**src/sv/fcta_pkg.sv**
```systemverilog
// Shared types and constants of the FAT cluster table allocator.
package fcta_pkg;

  localparam int TABLE_ENTRIES_DEF = 4096;
  localparam int OP_W = 2;
  localparam int CLUSTER_W = 12;
  localparam int VALUE_W = 28;
  localparam int STATUS_W = 2;
  localparam int COUNT_W = 12;
  localparam int HINT_W = 13;

  localparam logic [VALUE_W-1:0] END_OF_CHAIN = 28'h0FFF_FFFF;
  localparam logic [COUNT_W-1:0] COUNT_RESET = 12'd4094;
  localparam logic [HINT_W-1:0] HINT_RESET = 13'd2;
  localparam logic [HINT_W-1:0] FIRST_DATA = 13'd2;

  typedef enum logic [OP_W-1:0] {
    OP_READ  = 2'd0,
    OP_WRITE = 2'd1,
    OP_ALLOC = 2'd2,
    OP_LINK  = 2'd3
  } op_t;

  typedef enum logic [STATUS_W-1:0] {
    STAT_OK    = 2'd0,
    STAT_FULL  = 2'd1,
    STAT_RANGE = 2'd2
  } status_t;

  typedef enum logic [1:0] {
    KIND_READ,
    KIND_WRITE,
    KIND_ALLOC,
    KIND_RANGE
  } kind_t;

  // One classified request as it waits between front and back.
  typedef struct packed {
    kind_t                kind;
    logic                 link;
    logic [CLUSTER_W-1:0] cluster;
    logic [VALUE_W-1:0]   value;
  } req_t;

  typedef enum logic [2:0] {
    S_CLEAR,
    S_IDLE,
    S_READ,
    S_SCAN,
    S_LINK
  } state_t;

endpackage

```
**src/sv/fcta_front.sv**
```systemverilog
// Request front end: range check, classification and a two-entry queue.
module fcta_front
  import fcta_pkg::*;
#(
  parameter int TABLE_ENTRIES = TABLE_ENTRIES_DEF
) (
  input  logic                 clk,
  input  logic                 rst,
  input  logic                 hold,
  input  logic                 in_valid,
  output logic                 in_ready,
  input  logic [OP_W-1:0]      operation,
  input  logic [CLUSTER_W-1:0] cluster,
  input  logic [VALUE_W-1:0]   entry_value,
  output logic                 q_valid,
  output req_t                 q_item,
  input  logic                 q_pop
);

  req_t       cls;
  logic       in_range;
  logic       push;
  req_t       slot [2];
  logic       wr_ptr;
  logic       rd_ptr;
  logic [1:0] fill;

  assign in_range = 32'(cluster) < TABLE_ENTRIES;

  always_comb begin
    cls.cluster = cluster;
    cls.value   = entry_value;
    cls.link    = 1'b0;
    unique case (op_t'(operation))
      OP_READ:  cls.kind = in_range ? KIND_READ : KIND_RANGE;
      OP_WRITE: cls.kind = in_range ? KIND_WRITE : KIND_RANGE;
      OP_ALLOC: cls.kind = KIND_ALLOC;
      OP_LINK: begin
        cls.kind = in_range ? KIND_ALLOC : KIND_RANGE;
        cls.link = 1'b1;
      end
      default:  cls.kind = KIND_RANGE;
    endcase
  end

  // Hold off requests while the table is being cleared.
  assign in_ready = !hold && (fill != 2'd2);
  assign push     = in_valid && in_ready;
  assign q_valid  = fill != 2'd0;
  assign q_item   = slot[rd_ptr];

  always_ff @(posedge clk) begin
    if (push) begin
      slot[wr_ptr] <= cls;
    end
  end

  always_ff @(posedge clk) begin
    if (rst) begin
      wr_ptr <= 1'b0;
      rd_ptr <= 1'b0;
      fill   <= 2'd0;
    end else begin
      if (push) begin
        wr_ptr <= !wr_ptr;
      end
      if (q_pop) begin
        rd_ptr <= !rd_ptr;
      end
      case ({push, q_pop})
        2'b10:   fill <= fill + 2'd1;
        2'b01:   fill <= fill - 2'd1;
        default: fill <= fill;
      endcase
    end
  end

  ap_pop_nonempty: assert property (@(posedge clk) disable iff (rst)
    q_pop |-> q_valid) else $error("pop from empty request queue");

  ap_fill_bound: assert property (@(posedge clk) disable iff (rst)
    fill <= 2'd2) else $error("request queue overfilled");

  ap_no_push_hold: assert property (@(posedge clk) disable iff (rst)
    hold |-> !push) else $error("request taken during table clear");

endmodule

```
**config.mk**
```make
export PLATFORM = sky130hd
export DESIGN_NAME = fcta_front
export DESIGN_NICKNAME = d
export VERILOG_FILES = /design/src/sv/fcta_pkg.sv /design/src/sv/fcta_front.sv
export SDC_FILE = /design/constraint.sdc
export NUM_CORES = 1
export LEC_CHECK = 0
export BUFFER_PORTS_ARGS = -buffer_cell sky130_fd_sc_hd__buf_2
export CAP_MARGIN = 15
export CORE_UTILIZATION = 34
export CTS_CLUSTER_DIAMETER = 80
export CTS_CLUSTER_SIZE = 16
export DETAILED_ROUTE_END_ITERATION = 7
export GPL_TIMING_DRIVEN = 0
export SLEW_MARGIN = 20
export SYNTH_ARGS = -nofsm -noshare
export SYNTH_HDL_FRONTEND = slang
export SYNTH_SLANG_ARGS = --single-unit
```
**constraint.sdc**
```tcl
create_clock -name clk -period 3.85 [get_ports clk]
set_clock_uncertainty 0.05 [all_clocks]
set_input_delay 0.77 -clock clk [delete_from_list [all_inputs] [get_ports clk]]
set_output_delay 0.77 -clock clk [all_outputs]
set_load 0.02 [all_outputs]
```
# == After elaboration in Yosys (flattened, before gate mapping) ==
# Memories as Yosys holds them, arrays and structs flattened. A register that Yosys moved wholly into a read port is not among the register bits.
# Cells that the tools add are included.
# totals
ram_bits,86
register_bits,4
n_memories,1
inputBits,47
# classes
mux,7
n_eq_ne,6
n_addsub,2
n_reduce_logical,9
# memory_table
memory,words,word_bits,rd,rd_clocked_by_memory_dff,write_ports,line_no,source
slot,2,43,1,1,1,fcta_front.sv:23,req_t slot [2];
# ops
op,n
2-bit == test (second input constant),3
2-bit one-hot mux with 3 select lines,1
1-bit two-way mux,5
2-bit by 1-bit == test with 1-bit output (second input constant),2
2-bit one-hot mux with 2 select lines,1
2-bit nonzero test,2
1-bit zero test,3
2-bit by 1-bit adder with 2-bit output (second input constant),1
1-bit logical AND,2
2-bit zero test,1
2-bit != test (second input constant),1
2-bit OR reduction,1
2-bit by 1-bit subtractor with 2-bit output (second input constant),1

# == Logic depth before layout (Yosys ltp) ==
# Gate-level depths: netlist (run 1).
# depth
depth_word,5
depth_mapped,7
depth_no_buf,7

# == Least setup slack after synthesis (run 1) ==
# No wires, ideal clock.
# synth_timing
path_type,input to register
from,in hold
to,"mem slot[1][0] (netlist bit), enable pin"
arrival_time_ns,2.287
required_ns,3.395
stages,2
setup_slack_ns,1.108
path_cell_list,nor2_1 and3_1
# synth_via
elab_chain_cells,5
# synth_lines
item,line_no,source
"start, declared",fcta_front.sv:9,"input logic hold,"
1-bit zero test,fcta_front.sv:47,assign in_ready = !hold && (fill != 2'd2);
1-bit logical AND,fcta_front.sv:47,
1-bit logical AND,fcta_front.sv:48,assign push = in_valid && in_ready;
1-bit two-way mux,fcta_front.sv:53,if (push) begin
1-bit two-way mux (implied by the code),fcta_front.sv:54,slot[wr_ptr] <= cls;
"end, declared",fcta_front.sv:23,
# No other way between the ends.

==> impl_metrics.py, run 1 <==
metrics = {
    "placed_design": {
        "gp_congestion": 0.651,
        "dpl_cell_area_um2": 3990,
        "dp.cells": 384,
        "hpwl_um": 3640,
        "post-place-ws_ps": 1390,
        "portBuffers": 91,
    },
    "critical_path": {
        "crit_type": "flop to output port",
        "r2r-start": "fill[0]",
        "cp-start-kind": "flop",
        "ff2ff_path_depth": 4,
        "cp.arrival_ps": 1670,
        "cp.required_ps": 3030,
        "endpoint_kind": "output port",
        "worst-r2r-setup-slack_ps": 1910,
        "critical_path.max_fanout": 10,
        "regToRegEndpoint": "slot[0][9]",
    },
    "layout": {
        "fillers": 873,
        "diodes": 0,
        "multiInputGateArea_um2": 613,
        "regArea_um2": 2680,
        "final_nets": 314,
        "drive_gt1_share_pct": 57.8,
        "final_cell_area_um2": 4140,
        "syn_to_final_growth_pct": 24.5,
        "final_cells": 399,
    },
    "clocking": {
        "cts.path.max_buffers": 2,
        "root_buffer": "clkbuf_8",
        "clkLatencyLatePin_ps": 340,
        "cts_max_level": 3,
        "cts_resized": 0,
        "cts_tree": "yes",
        "cts.sinks": 91,
        "numCtsBuffers": 9,
        "holdBufCountCts": 0,
        "clk_pin_slew_ps": 80,
        "cts_setup_buffers": 0,
    },
    "drt": {
        "routed_wl_um": 5610,
        "via_per_inst": 4.43,
        "drc": 0,
        "drt_iter0_drc": 50,
        "via_count": 1769,
        "drt-wirelength-per-cell_um": 14.1,
        "ant_nets": 0,
        "dr.pass1.iters": 4,
    },
    "pwr": {
        "p_leak_uw": 0.00152,
        "power.density_nw_per_um2": 471,
        "ir_worst_vdd_uv": 202,
    },
    "timing": {
        "worstMarginPinSlew_ps": 529,
        "clock.fmax_mhz": 402,
        "finalCritPeriodShare_pct": 64.6,
        "setup_viol": 0,
        "fin_setup_tns_ps": 0,
        "fin_crit_ps": 2490,
        "worst_slack_ps": 1360,
        "slew_viol_final": 0,
        "rsz0062_at_grt": "no",
        "relSlewSlack_pct": 64.7,
        "hold_viol": 0,
    },
    "global_route": {
        "grt_pass1_vias": 1780,
        "grt_usage_pct": 11.7,
        "antenna_found_initial": 0,
        "grt_pass1_wl_um": 8660,
        "grt_max_degree": 25,
        "grt_overflow": 0,
    },
    "floorplanning": {
        "rows": 35,
        "die_area_um2": 10200,
        "die_y_um": 101,
        "dieWidth_um": 101,
        "initial_utilization_pct": 35.5,
        "core_um2": 9370,
        "ios": 92,
    },
    "logic_synthesis": {
        "synth_edf_count": 86,
        "synth_area_leaders": "edfxtp_1 78%, mux2_2 15%, dfxtp_1 3.0%",
        "ys_seq_elements": 91,
        "synth_compound_area_share_pct": 0.602,
        "synth.yosys.warnings": 0,
        "synth-xor-area-share_pct": 0.790,
        "synthMuxAreaShare_pct": 14.6,
        "synthArstFlopShare_pct": 0,
        "syn_area_um2": 3330,
        "synth_top_family_by_area": "multiplexers",
        "yosys.area_share.simple_pct": 2.07,
        "avgSynthCellArea_um2": 20.5,
        "synth_fa_ha_area_share_pct": 0.376,
        "synth_area_leader_cell": "edfxtp_1",
        "syn_inst": 162,
        "synth_ff_type": "edfxtp_1",
        "syn-num-nets": 210,
        "synth_top_cell_area_share_pct": 77.6,
        "yosysSeqAreaShare_pct": 80.6,
        "ys_types": 19,
    },
    "hold_path": {
        "min-delay-start": "wr_ptr",
        "holdPathStages": 2,
        "hold_path_class": "flop to flop",
        "holdPathEnd": "wr_ptr",
    },
    "run": {
        "maxCapViolations": 0,
    },
    "outcome": {
        "status": "finished clean",
    },
}
-- area by class of cell --
cell class / count / area share [%]
well taps: 129 / 3.90
clock buffers: 9 / 2.99
flip-flops and latches: 91 / 64.8
multi-input cells: 64 / 14.8
clock inverters: 6 / 0.815
repair buffers: 93 / 12.0
plain buffers: 6 / 0.695
inverters: 1 / 0.0906
-- layer usage --
metal | vias up | GRT usage, % | part of all wire [%] | wire (µm)
met1 | 879 | 13.3 | 42 | 2370
met3 | 8 | 4.72 | 6.1 | 344
met5 | - | 0 | 0 | 0
met2 | 56 | 19.8 | 50 | 2820
met4 | 0 | 4.35 | 1.4 | 76
li1 | 826 | - | - | -
-- cell usage in the layout, fill, tap and decap left out --
master,count
nand2b_1,1
a21oi_1,2
dfxtp_1,5
clkinv_1,3
mux2_2,43
clkinvlp_4,3
or3_1,2
and3_2,1
o21ai_0,2
clkbuf_1,1
buf_12,2
ha_1,1
nor2_1,4
clkbuf_8,9
nand2_1,1
edfxtp_1,86
or2_2,1
xnor2_1,2
and2_1,1
inv_2,1
nor2b_1,2
xor2_1,1
buf_2,96
-- worst max-delay path by stage --
stage,from,cells after the start,to
2_1_floorplan,hold,2,slot[1][0]
3_3_place_gp,hold,3,slot[1][11]
3_5_place_dp,hold,5,slot[0][2]
4_1_cts,flop,4,q_item[15]
5_1_grt,flop,4,q_item[37]
6_report,flop,4,q_item[37]
-- through the flow --
stage,hold slack (ps),total power (µW),utilization (%)
2_1_floorplan,402,1340,-
3_3_place_gp,416,1430,42.1
3_5_place_dp,435,1440,42.5
4_1_cts,447,1980,44.2
5_1_grt,478,2040,44.2
6_report,448,1950,44.2
-- cell families after synthesis --
| group | after synthesis |
|---|---|
| AO/OA/AOI/OAI | 4 |
| flip-flops | 91 |
| multiplexers | 43 |
| XOR/XNOR | 3 |
| buffers and inverters | 7 |
| AND/OR/NAND/NOR | 13 |
| adder cells (fa/ha/maj) | 1 |
-- synth_stat cells, drive strengths merged, types with 2 or more instances --
master / number
buf: 5
or3: 2
nor2: 4
edfxtp: 86
xnor2: 2
a21oi: 2
dfxtp: 5
mux2: 43
o21ai: 2
nor2b: 2
-- critical path, cell delays in order, from the launching register on --
cell and delay [ps]:
dfxtp_1 310, buf_2 190, buf_2 290, mux2_2 370, buf_2 160
-- registers in the layout, indices dropped and copies added (netlist names), named ones only --
signal,cells
wr_ptr,1
rd_ptr,1
fill,2
slot,86
-- report_power, final --
part / internal [µW] / switching [µW]
clock: 224 / 311
combinational: 114 / 155
sequential: 1130 / 12.1
No activity file was read; power rests on OpenSTA's default activity.
==> run 2, diff against run 1 <==
ABC_AREA = 1   (was unset)
clock period = 2.2 ns   (was 3.85 ns; I/O delays follow)
==> run 2 against run 1 <==
Routed wire length rose by 0.18%. First-iteration DRC count fell by 18%. Critical endpoint is now q_item[28]. Via count rose by 3.1%. Critical path depth did not move. Largest cell class unchanged.
==> impl_metrics.py, run 2 <==
metrics = {
    "outcome": {
        "status": "finished clean",
    },
    "logic_synthesis": {
        "synth_common_cells": "86 x edfxtp_1, 40 x mux2_4, 10 x inv_1",
        "syn_inst": 176,
        "synth.yosys.warnings": 0,
        "ys_types": 17,
        "avgSynthCellArea_um2": 20.3,
        "synth_area_leader_cell": "edfxtp_1",
        "synthArstFlopShare_pct": 0,
        "synth_edf_count": 86,
        "yosysSeqAreaShare_pct": 75.1,
        "synth_top_cell_area_share_pct": 72.3,
        "synth_ff_type": "edfxtp_1",
        "syn-num-nets": 224,
        "ys_seq_elements": 91,
        "yosysMostFrequentCell": "edfxtp_1",
        "syn_area_um2": 3570,
        "synth_area_leaders": "edfxtp_1 72%, mux2_4 17%, dfxtp_1 2.8%",
    },
    "clocking": {
        "clkLatencyLatePin_ps": 340,
        "numCtsBuffers": 9,
        "root_buffer": "clkbuf_8",
        "cts.path.max_buffers": 2,
        "cts_resized": 0,
        "cts.sinks": 91,
        "clk_pin_slew_ps": 90,
        "cts_setup_buffers": 0,
        "cts_tree": "yes",
        "holdBufCountCts": 0,
        "cts_max_level": 3,
    },
    "timing": {
        "relSlewSlack_pct": 62.9,
        "hold_viol": 0,
        "rsz0062_at_grt": "no",
        "clock.fmax_mhz": 511,
        "hold_ws_ps": 227,
        "slew_viol_final": 0,
        "finalCritPeriodShare_pct": 89.0,
        "worst_slack_ps": 243,
        "setup_viol": 0,
        "fin_crit_ps": 1960,
        "worstMarginPinSlew_ps": 556,
    },
    "layout": {
        "multiInputGateArea_um2": 766,
        "fillers": 956,
        "final_cell_area_um2": 4480,
        "layout_common_cells": "91 x buf_2, 86 x edfxtp_1, 40 x mux2_4",
        "top_regs": "slot: 86 flops, fill: 2 flops",
        "largest_reg_flops": 86,
        "regArea_um2": 2680,
        "layout_commonest_cell": "buf_2",
        "regMostFlops": "slot",
        "final_nets": 329,
        "drive_gt1_share_pct": 56.3,
        "final_cells": 422,
        "syn_to_final_growth_pct": 25.4,
        "diodes": 0,
    },
    "global_route": {
        "grt_pass1_wl_um": 8850,
        "use_met3_pct": 4.20,
        "grt_overflow": 0,
        "grt.busiest_layer": "met2",
        "antenna_found_initial": 0,
        "grt_pass1_vias": 1843,
        "gr-usage-met1_pct": 12.8,
        "grt_usage_pct": 10.8,
        "grt_use_met2_pct": 17.6,
        "grt_max_degree": 24,
    },
    "critical_path": {
        "cp.required_ps": 1710,
        "critical_path.max_fanout": 10,
        "cp-start-kind": "flop",
        "worst-r2r-setup-slack_ps": 410,
        "crit_type": "flop to output port",
        "cp.arrival_ps": 1470,
        "endpoint_kind": "output port",
        "ff2ff_path_depth": 6,
        "r2r-start": "fill[0]",
        "regToRegEndpoint": "slot[0][18]",
    },
    "drt": {
        "routed_wl_um": 5620,
        "drt_iter0_drc": 41,
        "dr.pass1.iters": 4,
        "via_count": 1823,
        "drc": 0,
        "via_per_inst": 4.32,
        "drt-wirelength-per-cell_um": 13.3,
        "ant_nets": 0,
    },
    "hold_path": {
        "holdPathStages": 1,
        "min-delay-start": "cluster[0]",
        "hold_path_class": "input port to flop",
        "holdPathEnd": "slot[1][28]",
    },
    "floorplanning": {
        "die_y_um": 105,
        "die_area_um2": 10900,
        "core_um2": 10300,
        "ios": 92,
        "rows": 37,
        "dieWidth_um": 105,
        "initial_utilization_pct": 34.8,
    },
    "pwr": {
        "pwr-share-seq_pct": 54.7,
        "switching_share_pct": 24.0,
        "switchingPower_uw": 875,
        "power.density_nw_per_um2": 814,
        "p_int_uw": 2770,
        "pwr-share-clk_pct": 30.3,
        "combPwrFrac_pct": 14.9,
        "ir_worst_vdd_uv": 333,
        "p_leak_uw": 0.00179,
    },
    "placed_design": {
        "gp_congestion": 0.643,
        "portBuffers": 91,
        "dpl_cell_area_um2": 4280,
        "hpwl_um": 3750,
        "post-place-ws_ps": 326,
        "dp.cells": 406,
    },
    "run": {
        "maxCapViolations": 0,
    },
}
[run 2: final cells by class]
class / instances / area share [%]
tap: 136 / 3.80
sequential: 91 / 59.9
clock buffer: 9 / 2.76
timing repair buffer: 94 / 11.8
buffer: 6 / 2.12
multi-input combinational: 69 / 17.1
inverter: 10 / 0.838
clock inverter: 7 / 1.68
[run 2: through the flow]
stage,setup TNS (ps),total power (µW),utilization [%]
final,0,3650,43.6
after global routing,0,3810,43.6
after CTS,0,3710,43.6
after detailed placement,0,2590,41.7
after global placement,-22810,2560,40.9
after floorplan,0,2400,-
[run 2: kinds of logic (layout without fill, tap and decap cells)]
group	after synthesis	after routing	synth area share (%)
adder cells (fa/ha/maj)	1	1	0.350
AO/OA/AOI/OAI	3	3	0.420
XOR/XNOR	1	1	0.245
buffers and inverters	16	126	3.71
multiplexers	43	43	17.8
flip-flops	91	91	75.1
AND/OR/NAND/NOR	21	21	2.45
[run 2: power groups by stage]
stage          registers (µW)  logic (µW)  clock network (µW)
2_1_floorplan            2030         372                   0
3_3_place_gp             2040         525                   0
3_5_place_dp             2040         554                   0
4_1_cts                  2000         555                1160
5_1_grt                  2000         586                1220
6_report                 2000         544                1110
[run 2: worst max path at each step]
stage / endpoint / slack [ps] / cells after the start
floorplan: slot[1][0] / 290 / 3
global placement: slot[1][11] / -400 / 4
detailed placement: slot[0][16] / 330 / 6
CTS: q_item[28] / 200 / 4
global route: q_item[27] / 160 / 4
finish: q_item[28] / 240 / 4
[run 2: layer usage]
layer | vias up | wire length (µm)
li1 | 867 | -
met4 | 0 | 71
met2 | 61 | 2790
met1 | 889 | 2410
met3 | 6 | 351
met5 | - | 0
[run 2: worst max-delay path: stages (launching register included)]
cell     delay (ps)
dfxtp_1         330
buf_6           170
buf_12          160
mux2_4          310
buf_2           160
